===== src/design/dqd_pkg.sv =====
// Shared constants for the double-ended queue with delete.
package dqd_pkg;

  localparam int DQD_DEPTH      = 16;
  localparam int DQD_DATA_WIDTH = 32;

  localparam int REQ_W  = 3;
  localparam int VAL_W  = 32;
  localparam int STAT_W = 2;

  localparam logic [REQ_W-1:0] REQ_PUSH_BACK  = 3'd0;
  localparam logic [REQ_W-1:0] REQ_POP_BACK   = 3'd1;
  localparam logic [REQ_W-1:0] REQ_PUSH_FRONT = 3'd2;
  localparam logic [REQ_W-1:0] REQ_POP_FRONT  = 3'd3;
  localparam logic [REQ_W-1:0] REQ_DELETE     = 3'd4;

  localparam logic [STAT_W-1:0] ST_OK       = 2'd0;
  localparam logic [STAT_W-1:0] ST_EMPTY    = 2'd1;
  localparam logic [STAT_W-1:0] ST_FULL     = 2'd2;
  localparam logic [STAT_W-1:0] ST_NOTFOUND = 2'd3;

endpackage


===== src/design/double_ended_queue_with_delete_top.sv =====
// Bounded double-ended queue with first-match delete, ring buffer in one memory.
// Pushes, unknown requests and requests on an empty queue raise done from the dispatch
// state; other pops from a further output state, and other deletes after a scan through
// the single read port (read, compare per entry) and any gap close (read, write per move).
// busy is high from the accept edge until the result cycle; the receiver cannot stall.
// Synchronous active-high rst empties the queue; slot contents are not cleared.
module double_ended_queue_with_delete_top
  import dqd_pkg::*;
#(
  parameter int DEPTH      = DQD_DEPTH,
  parameter int DATA_WIDTH = DQD_DATA_WIDTH,
  localparam int AW        = (DEPTH > 1) ? $clog2(DEPTH) : 1,
  localparam int CNT_W     = $clog2(DEPTH + 1)
) (
  input  logic                    clk,
  input  logic                    rst,
  input  logic                    start,
  output logic                    busy,
  input  logic [REQ_W-1:0]        req_type,
  input  logic signed [VAL_W-1:0] value,
  output logic                    done,
  output logic signed [VAL_W-1:0] popped,
  output logic [CNT_W-1:0]        entries,
  output logic [STAT_W-1:0]       status
);

  localparam int CW = CNT_W + 1;

  typedef enum logic [2:0] {
    S_IDLE,
    S_DISPATCH,
    S_POP_OUT,
    S_SCAN_RD,
    S_SCAN_CMP,
    S_SHIFT_RD,
    S_SHIFT_WR
  } state_t;

  state_t                  state;
  logic [REQ_W-1:0]        req;
  logic [DATA_WIDTH-1:0]   word;
  logic [AW-1:0]           front;
  logic [CNT_W-1:0]        held;
  logic [AW-1:0]           idx;

  logic [DATA_WIDTH-1:0]   mem [DEPTH];
  logic [DATA_WIDTH-1:0]   rd_data;
  logic [AW-1:0]           rd_addr;
  logic                    wr_en;
  logic [AW-1:0]           wr_addr;
  logic [DATA_WIDTH-1:0]   wr_data;

  logic signed [63:0]            val_ext;
  logic signed [DATA_WIDTH-1:0]  rd_signed;
  logic signed [63:0]            rd_ext;
  logic [CW-1:0]                 idx_inc;
  logic [CW-1:0]                 idx_inc2;
  logic [CW-1:0]                 held_w;
  logic                          is_empty;
  logic                          is_full;

  function automatic logic [AW-1:0] ring_pos(input logic [AW-1:0] base,
                                             input logic [AW-1:0] off);
    logic [AW:0] sum;
    sum = {1'b0, base} + {1'b0, off};
    if (sum >= (AW+1)'(DEPTH)) begin
      sum = sum - (AW+1)'(DEPTH);
    end
    return sum[AW-1:0];
  endfunction

  assign val_ext   = 64'(value);
  assign rd_signed = rd_data;
  assign rd_ext    = 64'(rd_signed);
  assign idx_inc   = CW'(idx) + CW'(1);
  assign idx_inc2  = CW'(idx) + CW'(2);
  assign held_w    = CW'(held);
  assign is_empty  = (held == '0);
  assign is_full   = (held_w >= CW'(DEPTH));
  assign busy      = (state != S_IDLE);

  // memory port control
  always_comb begin
    rd_addr = ring_pos(front, idx);
    wr_en   = 1'b0;
    wr_addr = ring_pos(front, idx);
    wr_data = rd_data;
    case (state)
      S_DISPATCH: begin
        case (req)
          REQ_PUSH_BACK: begin
            wr_en   = !is_full;
            wr_addr = ring_pos(front, AW'(held));
            wr_data = word;
          end
          REQ_PUSH_FRONT: begin
            wr_en   = !is_full;
            wr_addr = (front == '0) ? AW'(DEPTH - 1) : front - AW'(1);
            wr_data = word;
          end
          REQ_POP_BACK:  rd_addr = ring_pos(front, AW'(held - CNT_W'(1)));
          REQ_POP_FRONT: rd_addr = front;
          default:       rd_addr = front;
        endcase
      end
      S_SHIFT_RD: rd_addr = ring_pos(front, idx + AW'(1));
      S_SHIFT_WR: wr_en   = 1'b1;
      default:    rd_addr = ring_pos(front, idx);
    endcase
  end

  always_ff @(posedge clk) begin
    if (wr_en) begin
      mem[wr_addr] <= wr_data;
    end
    rd_data <= mem[rd_addr];
  end

  always_ff @(posedge clk) begin
    if (rst) begin
      state   <= S_IDLE;
      front   <= '0;
      held    <= '0;
      idx     <= '0;
      done    <= 1'b0;
      popped  <= '0;
      entries <= '0;
      status  <= ST_OK;
    end else begin
      done <= 1'b0;
      case (state)
        S_IDLE: begin
          if (start) begin
            req   <= req_type;
            word  <= val_ext[DATA_WIDTH-1:0];
            idx   <= '0;
            state <= S_DISPATCH;
          end
        end
        S_DISPATCH: begin
          popped <= '0;
          status <= ST_OK;
          state  <= S_IDLE;
          case (req)
            REQ_PUSH_BACK, REQ_PUSH_FRONT: begin
              done <= 1'b1;
              if (is_full) begin
                status  <= ST_FULL;
                entries <= held;
              end else begin
                if (req == REQ_PUSH_FRONT) begin
                  front <= (front == '0) ? AW'(DEPTH - 1) : front - AW'(1);
                end
                held    <= held + CNT_W'(1);
                entries <= held + CNT_W'(1);
              end
            end
            REQ_POP_BACK, REQ_POP_FRONT: begin
              if (is_empty) begin
                done    <= 1'b1;
                status  <= ST_EMPTY;
                entries <= held;
              end else begin
                if (req == REQ_POP_FRONT) begin
                  front <= (front == AW'(DEPTH - 1)) ? '0 : front + AW'(1);
                end
                held  <= held - CNT_W'(1);
                state <= S_POP_OUT;
              end
            end
            REQ_DELETE: begin
              if (is_empty) begin
                done    <= 1'b1;
                status  <= ST_NOTFOUND;
                entries <= held;
              end else begin
                state <= S_SCAN_RD;
              end
            end
            default: begin
              done    <= 1'b1;
              entries <= held;
            end
          endcase
        end
        S_POP_OUT: begin
          done    <= 1'b1;
          popped  <= rd_ext[VAL_W-1:0];
          entries <= held;
          state   <= S_IDLE;
        end
        S_SCAN_RD: state <= S_SCAN_CMP;
        S_SCAN_CMP: begin
          if (rd_data == word) begin
            // first match: move later entries up, or just drop the last one
            if (idx_inc < held_w) begin
              state <= S_SHIFT_RD;
            end else begin
              held    <= held - CNT_W'(1);
              entries <= held - CNT_W'(1);
              done    <= 1'b1;
              state   <= S_IDLE;
            end
          end else if (idx_inc < held_w) begin
            idx   <= idx + AW'(1);
            state <= S_SCAN_RD;
          end else begin
            status  <= ST_NOTFOUND;
            entries <= held;
            done    <= 1'b1;
            state   <= S_IDLE;
          end
        end
        S_SHIFT_RD: state <= S_SHIFT_WR;
        S_SHIFT_WR: begin
          idx <= idx + AW'(1);
          if (idx_inc2 < held_w) begin
            state <= S_SHIFT_RD;
          end else begin
            held    <= held - CNT_W'(1);
            entries <= held - CNT_W'(1);
            done    <= 1'b1;
            state   <= S_IDLE;
          end
        end
        default: state <= S_IDLE;
      endcase
    end
  end

endmodule


===== config.mk =====
export PLATFORM = sky130hd
export DESIGN_NAME = double_ended_queue_with_delete_top
export DESIGN_NICKNAME = d
export VERILOG_FILES = /design/src/design/dqd_pkg.sv /design/src/design/double_ended_queue_with_delete_top.sv
export SDC_FILE = /design/constraint.sdc
export NUM_CORES = 1
export LEC_CHECK = 0
export ABC_AREA = 1
export BUFFER_PORTS_ARGS = -buffer_cell sky130_fd_sc_hd__buf_2
export CORE_MARGIN = 2
export CORE_UTILIZATION = 40
export DETAILED_ROUTE_END_ITERATION = 16
export PLACE_DENSITY_LB_ADDON = 0.08
export REMOVE_ABC_BUFFERS = 1
export SETUP_SLACK_MARGIN = 0.05
export SYNTH_ARGS = -nofsm -noshare
export SYNTH_HDL_FRONTEND = slang
export SYNTH_SLANG_ARGS = --single-unit

===== constraint.sdc =====
create_clock -name clk -period 4.4 [get_ports clk]
set_clock_uncertainty 0.1 [all_clocks]
set_input_delay 0.44 -clock clk [delete_from_list [all_inputs] [get_ports clk]]
set_output_delay 0.44 -clock clk [all_outputs]
set_load 0.05 [all_outputs]

==> flow_summary.toml, run 1 <==
[clocking]
clkTransAtPathRegs_ns = 0.06
cts_setup_buffers = 0
clockRootBuffer = "clkbuf_16"
cts_made_buffers = 71
cts_resized = 0
h-tree-depth = 3
clock_sinks = 635
cts_tree = "done"
clock_path_buffers = 3
clkLatencyLatePin_ns = 0.62

[synth]
netlist_area_mm2 = 0.0272
synth_seq_cells = 635
synth_compound_area_share_pct = 2.47
netlist_instances = 2548
synth_fa_ha_area_share_pct = 1.54
synthMuxAreaShare_pct = 0.0368
synth_edf_count = 547
synth_top_family_by_area = "simple AND/OR/NAND/NOR gates"
syn_area_per_cell_um2 = 10.7
netlist.top_cell.by_area = "edfxtp_1"
async_reset_ff_share_pct = 0
yosys.area_share.simple_pct = 23.8
synth.top_cell.area_share_pct = 60.4
synth_area_leaders = "edfxtp_1 60%, nand3_1 13%, nand2_1 9.2%, dfxtp_1 6.5%, buf_2 2.0%"
ys.flop_type = "edfxtp_1"
yosysUniqueCellTypes = 42
ys_seq_area_share_pct = 66.9
synth-xor-area-share_pct = 1.19
yosysWarnings = 0

[global_routing]
antenna_found_initial = 0
grt_pass1_vias = 18700
grt_max_degree = 167
grt_use_total_pct = 23.3
grt_first_pass_wirelength_mm = 122
gr-total-overflow = 0

[worst_setup_path]
worst_setup_path_start_kind = "flip-flop"
path_class = "reg -> reg"
end_kind = "flip-flop"
arrival_ns = 4.14
cp.required_ns = 4.86
worstPathMaxFanout = 136

[layout]
drive_gt1_share_pct = 10.6
areaGrowthSynthToFinish_pct = 15.6
nNetsFinal = 2708
mostFrequentLayoutCells = "700 x nand3_1, 667 x nand2_1, 547 x edfxtp_1"
fin_util_pct = 46.7
fin_cells = 3569
final_common_cell = "nand3_1"
n_antenna_cell = 0

[floorplanning]
io_pins = 79
rows = 95
fp.dieH_um = 265
core_area_mm2 = 0.0673
die-area_mm2 = 0.0701
fp.dieW_um = 265
start_util_pct = 40.4

[timing]
final.min_clock_period_ns = 3.68
rsz0062_at_grt = "no"
finalSetupViolCount = 0
fin_crit_sh_pct = 83.6
whs_ns = 0.237
slew_violations = 0
slew_headroom_pct = 16.1
timing_hold_violations_final = 0
fmax_mhz = 272
worst_slew_pin_slew_ns = 1.25

[place]
gp_congestion = 0.863
io_buffers = 78
hpwl_mm = 43.4
dpl.cell_count = 3404

[run]
maxCapViolations = 0

[drt]
drt-total-wl_mm = 81.4
via_per_inst = 5.48
dr.pass1.iters = 6
drt-initial-drc-count = 1681
avgRoutedWirePerCell_um = 22.8
drcViolationCount = 0
drtAntennaViolNets = 0
num_vias = 19600

[outcome]
status = "completed"

[power]
seqPwrFrac_pct = 46.9
intPower_mw = 11.3
powerDensity_mw_per_mm2 = 496
irDropWorstVdd_mv = 0.290
swShare_pct = 27.8
p_clk_share_pct = 37.8
power.net_switching_mw = 4.33
p_comb_share_pct = 15.3
cellLeakagePower_nw = 11.8

[worst_hold_path]
hold_path_class = "in -> reg"
-- sequential cells by signal (all words and copies together), names as in the netlist --
name	count
mem	512
status	2
word	32
rd_data	32
req	3
idx	4
entries	5
done	1
popped	32
held	5
state	3
front	4
-- final timing paths --
check | from | to | slack, ns | cells past startpoint
worst max-delay path | held[0]$_SDFFE_PP0P_ | rd_data[7]$_DFF_P_ | 0.72 | 13
worst min-delay path | start | state[1]$_SDFFE_PP0N_ | 0.24 | 3
worst max register to register | held[0]$_SDFFE_PP0P_ | rd_data[7]$_DFF_P_ | 0.72 | 13
worst min register to register | popped[8]$_SDFFE_PP0P_ | popped[8]$_SDFFE_PP0P_ | 0.38 | 2
-- critical path, cell delays in order (launching register included) --
cell and delay, ns:
dfxtp_1 0.53, clkinv_1 0.33, ha_1 0.37, inv_1 0.09, nand2_1 0.10, nand3_4 0.17, buf_12 0.35, buf_12 0.58
nand3_1 0.22, nand3_1 0.17, nand3_1 0.08, nand2_1 0.07, nand2_1 0.05, nand2_1 0.07
-- final cells by class --
type,count,area (µm²)
fill,6204,35800
sequential,635,18200
multi-input combinational,1669,8090
clock buffer,97,1980
timing repair buffer,176,1410
tap,873,1090
clock inverter,33,349
inverter,86,328
-- power by group through the flow --
stage	clock (mW)	sequential, mW	combinational (mW)
after global routing	6.25	7.33	2.65
after detailed placement	0	7.43	2.35
after CTS	6.03	7.31	2.39
final	5.90	7.31	2.38
after global placement	0	7.43	2.33
after floorplan	0	7.40	1.46
-- metal layers --
| layer | up-vias | global-route usage, % | wire length, µm |
|---|---|---|---|
| met3 | 148 | 3.04 | 4020 |
| met4 | 0 | 7.13 | 2170 |
| met2 | 543 | 37.5 | 38300 |
| li1 | 9120 | - | - |
| met5 | - | 0 | 0 |
| met1 | 9746 | 33.1 | 36900 |
-- Yosys cell counts (2+ instances only) --
| cell type | n |
|---|---|
| nand3_1 | 701 |
| nand2_1 | 667 |
| edfxtp_1 | 547 |
| buf_2 | 108 |
| nor2_1 | 89 |
| dfxtp_1 | 88 |
| inv_1 | 77 |
| a21oi_1 | 58 |
| o21ai_0 | 42 |
| ha_1 | 27 |
| clkbuf_1 | 25 |
| xnor2_1 | 22 |
| buf_4 | 17 |
| xor2_1 | 15 |
| buf_1 | 7 |
| a211oi_1 | 6 |
| inv_2 | 6 |
| nand2_2 | 5 |
| o21ai_1 | 5 |
| fa_1 | 4 |
| clkinv_1 | 3 |
| nor3_1 | 3 |
| o211ai_1 | 3 |
| a31oi_1 | 2 |
| nand4_1 | 2 |
| nor2_2 | 2 |
| o2111ai_1 | 2 |
-- per-stage QoR --
step	instance area, µm²	setup WS [ns]	power [mW]	TNS (ns)
floorplan	26400	-3.70	8.87	-353.28
global placement	28800	0.814	9.76	0
detailed placement	28800	0.853	9.78	0
CTS	31400	0.834	15.7	0
global route	31400	0.542	16.2	0
finish	31400	0.721	15.6	0
-- what timing repair did --
| item | in CTS | in global routing |
|---|---|---|
| hold endpoints to repair | 35 | 0 |
| setup endpoints to repair | 0 | 0 |
| hold buffers | 35 | 0 |
-- cell families after synthesis --
logic type	count (synthesis)
AOI/OAI and AO/OA	124
xor gates and xnor gates	37
adders and majority gates	31
buffers and inverters	244
DFF	635
muxes	1
and+or+nand+nor	1476
(Power assumes the default switching activity.)
==> run 2, diff against run 1 <==
--- a/config.mk
+++ b/config.mk
@@ -5,7 +5,7 @@
 export SDC_FILE = /design/constraint.sdc
 export NUM_CORES = 1
 export LEC_CHECK = 0
-export ABC_AREA = 1
+export ABC_AREA = 0
 export BUFFER_PORTS_ARGS = -buffer_cell sky130_fd_sc_hd__buf_2
 export CORE_MARGIN = 2
 export CORE_UTILIZATION = 40
==> constraint.sdc (replaced) <==
create_clock -name clk -period 3.1 [get_ports clk]
set_clock_uncertainty 0.1 [all_clocks]
set_input_delay 0.31 -clock clk [delete_from_list [all_inputs] [get_ports clk]]
set_output_delay 0.31 -clock clk [all_outputs]
set_load 0.05 [all_outputs]
==> run 2 against run 1 <==
  * Count of clock-buffer cells in the layout increased by 4
  * Final area increased by 0.58%
  * Synthesized cell count decreased by 20%
  * Critical path type unchanged
  * Critical endpoint is now mem[7][25]$_DFFE_PP_
  * Largest cell class unchanged
  * Largest power group unchanged
==> flow_summary.toml, run 2 <==
[power]
seqPwrFrac_pct = 48.4
p_comb_share_pct = 11.1
powerDensity_mw_per_mm2 = 658
power.net_switching_mw = 5.18
cellLeakagePower_nw = 11.5
p_clk_share_pct = 40.4
intPower_mw = 15.6
swShare_pct = 24.9
irDropWorstVdd_mv = 0.414

[worst_hold_path]
min_from = "start"
hold_path_class = "in -> reg"

[place]
io_buffers = 78
gp_congestion = 0.879
placed_area_mm2 = 0.0286
hpwl_mm = 44.2

[layout]
stdcell_area_mm2 = 0.0316
fin_util_pct = 49.1
nNetsFinal = 2304
regMostFlops = "mem"
areaGrowthSynthToFinish_pct = 21.5
drive_gt1_share_pct = 17.9
n_antenna_cell = 0
fillers = 5625
final_common_cell = "edfxtp_1"
largest_register_ffs = 512
mostFrequentLayoutCells = "547 x edfxtp_1, 490 x nand2_1, 231 x nand3_1"

[run]
maxCapViolations = 0

[global_routing]
grt_use_total_pct = 22.1
antenna_found_initial = 0
grt_pass1_vias = 16400
gr-total-overflow = 0
grt_max_degree = 64
grt_first_pass_wirelength_mm = 110

[clocking]
clock_path_buffers = 3
clkTransAtPathRegs_ns = 0.06
clkLatencyLatePin_ns = 0.62
cts_tree = "done"
clock_sinks = 635
clockRootBuffer = "clkbuf_16"
cts_made_buffers = 71
h-tree-depth = 3

[drt]
dr.pass1.iters = 5
avgRoutedWirePerCell_um = 24.1
num_vias = 16900
via_per_inst = 5.36
drt-total-wl_mm = 75.8
drcViolationCount = 0
drtAntennaViolNets = 0
drt-initial-drc-count = 1468

[floorplanning]
start_util_pct = 40.4
die-area_mm2 = 0.0671
core_area_mm2 = 0.0643
rows = 93
fp.dieH_um = 259
fp.dieW_um = 259
io_pins = 79

[timing]
finalSetupViolCount = 0
timing_hold_violations_final = 0
rsz0062_at_grt = "no"
final.min_clock_period_ns = 2.99
slew_violations = 0
fin_crit_sh_pct = 96.3
worst_slew_pin_slew_ns = 0.837
slew_headroom_pct = 44.2
fmax_mhz = 335

[worst_setup_path]
arrival_ns = 3.18
regToRegStartpoint = "held[0]$_SDFFE_PP0P_"
cp.required_ns = 3.30
path_class = "reg -> reg"
worstPathMaxFanout = 24
crit_start = "held[0]$_SDFFE_PP0P_"
worst_setup_path_start_kind = "flip-flop"
end_kind = "flip-flop"

[synth]
yosysUniqueCellTypes = 67
synth_area_leaders = "edfxtp_1 63%, nand2_1 7.2%, dfxtp_1 6.8%, nand3_1 4.4%, mux2i_1 2.7%"
ys_seq_area_share_pct = 69.9
synth_most_common_cell = "edfxtp_1"
async_reset_ff_share_pct = 0
synth_edf_count = 547
netlist_area_mm2 = 0.0260
yosysWarnings = 0
synth_seq_cells = 635
synth.top_cell.area_share_pct = 63.1
netlist_instances = 2033
netlist.top_cell.by_area = "edfxtp_1"
syn_area_per_cell_um2 = 12.8
yosys-top-cells-count = "547 x edfxtp_1, 498 x nand2_1, 231 x nand3_1"
ys.flop_type = "edfxtp_1"

[outcome]
status = "completed"
run 2: layer usage:
layer | routed length, µm | GRT usage [%]
met1 | 33900 | 30.9
met2 | 35700 | 35.9
met3 | 4220 | 3.75
met4 | 1880 | 5.65
met5 | 0 | 0
run 2: worst paths after layout:
check             depth (start not counted)  slack (ns)                       to
setup / recovery                          9        0.11     mem[7][25]$_DFFE_PP_
hold / removal                            5        0.16    state[0]$_SDFFE_PP0N_
setup reg to reg                          9        0.11     mem[7][25]$_DFFE_PP_
hold reg to reg                           2        0.35  entries[1]$_SDFFE_PP0P_
run 2: through the flow:
step           TNS, ns  hold WS [ns]  std cells  worst slack, ns  power [mW]
6_report             0         0.160       3148            0.114        20.8
5_1_grt              0         0.185       3148           0.0473        21.5
4_1_cts              0         0.127       3135           0.0330        21.0
3_5_place_dp    -0.165         0.351       2968           -0.165        12.5
3_3_place_gp    -0.175         0.350       2968           -0.175        12.5
2_1_floorplan  -810.85         0.279       1917            -4.25        11.6
run 2: power by group through the flow:
| stage | clock network, mW | logic (mW) | registers [mW] |
|---|---|---|---|
| finish | 8.41 | 2.32 | 10.1 |
| global route | 8.92 | 2.53 | 10.1 |
| CTS | 8.57 | 2.31 | 10.1 |
| detailed placement | 0 | 2.26 | 10.3 |
| global placement | 0 | 2.23 | 10.3 |
| floorplan | 0 | 1.37 | 10.2 |
run 2: cell type report:
cell class / instances / area, µm² / share of cell area [%]
clock buffers: 101 / 2000 / 6.33
clock inverters: 30 / 324 / 1.02
inverters: 24 / 90.1 / 0.285
multi-input cells: 1258 / 7430 / 23.5
flip-flops and latches: 635 / 18200 / 57.5
well taps: 855 / 1070 / 3.38
repair buffers: 245 / 2510 / 7.95
run 2: cells by family after synthesis:
| family | Yosys count | synth area share, % |
|---|---|---|
| adders and majority gates | 31 | 1.61 |
| buffers and inverters | 140 | 2.66 |
| AOI/OAI and AO/OA | 175 | 4.86 |
| xor gates and xnor gates | 53 | 1.78 |
| muxes | 105 | 4.20 |
| and+or+nand+nor | 894 | 15.0 |
| DFF | 635 | 69.9 |
run 2: timing repair:
item / 4_1_cts / 5_1_grt
setup buffers: 0 / 5
pin swaps: 0 / 10
setup endpoints to repair: 43 / 546
endpoints found under the hold margin: 39 / 0
cloned: 0 / 8
hold buffers: 36 / 0
gates resized for setup: 4 / 32
run 2: critical path: stages, from the launching register on:
cell     delay (ns)
dfxtp_1        0.31
buf_4          0.17
ha_1           0.23
fa_1           0.50
a21oi_1        0.11
o21ai_0        0.24
and2_1         0.20
nand2_1        0.26
nor2_4         0.24
buf_12         0.23
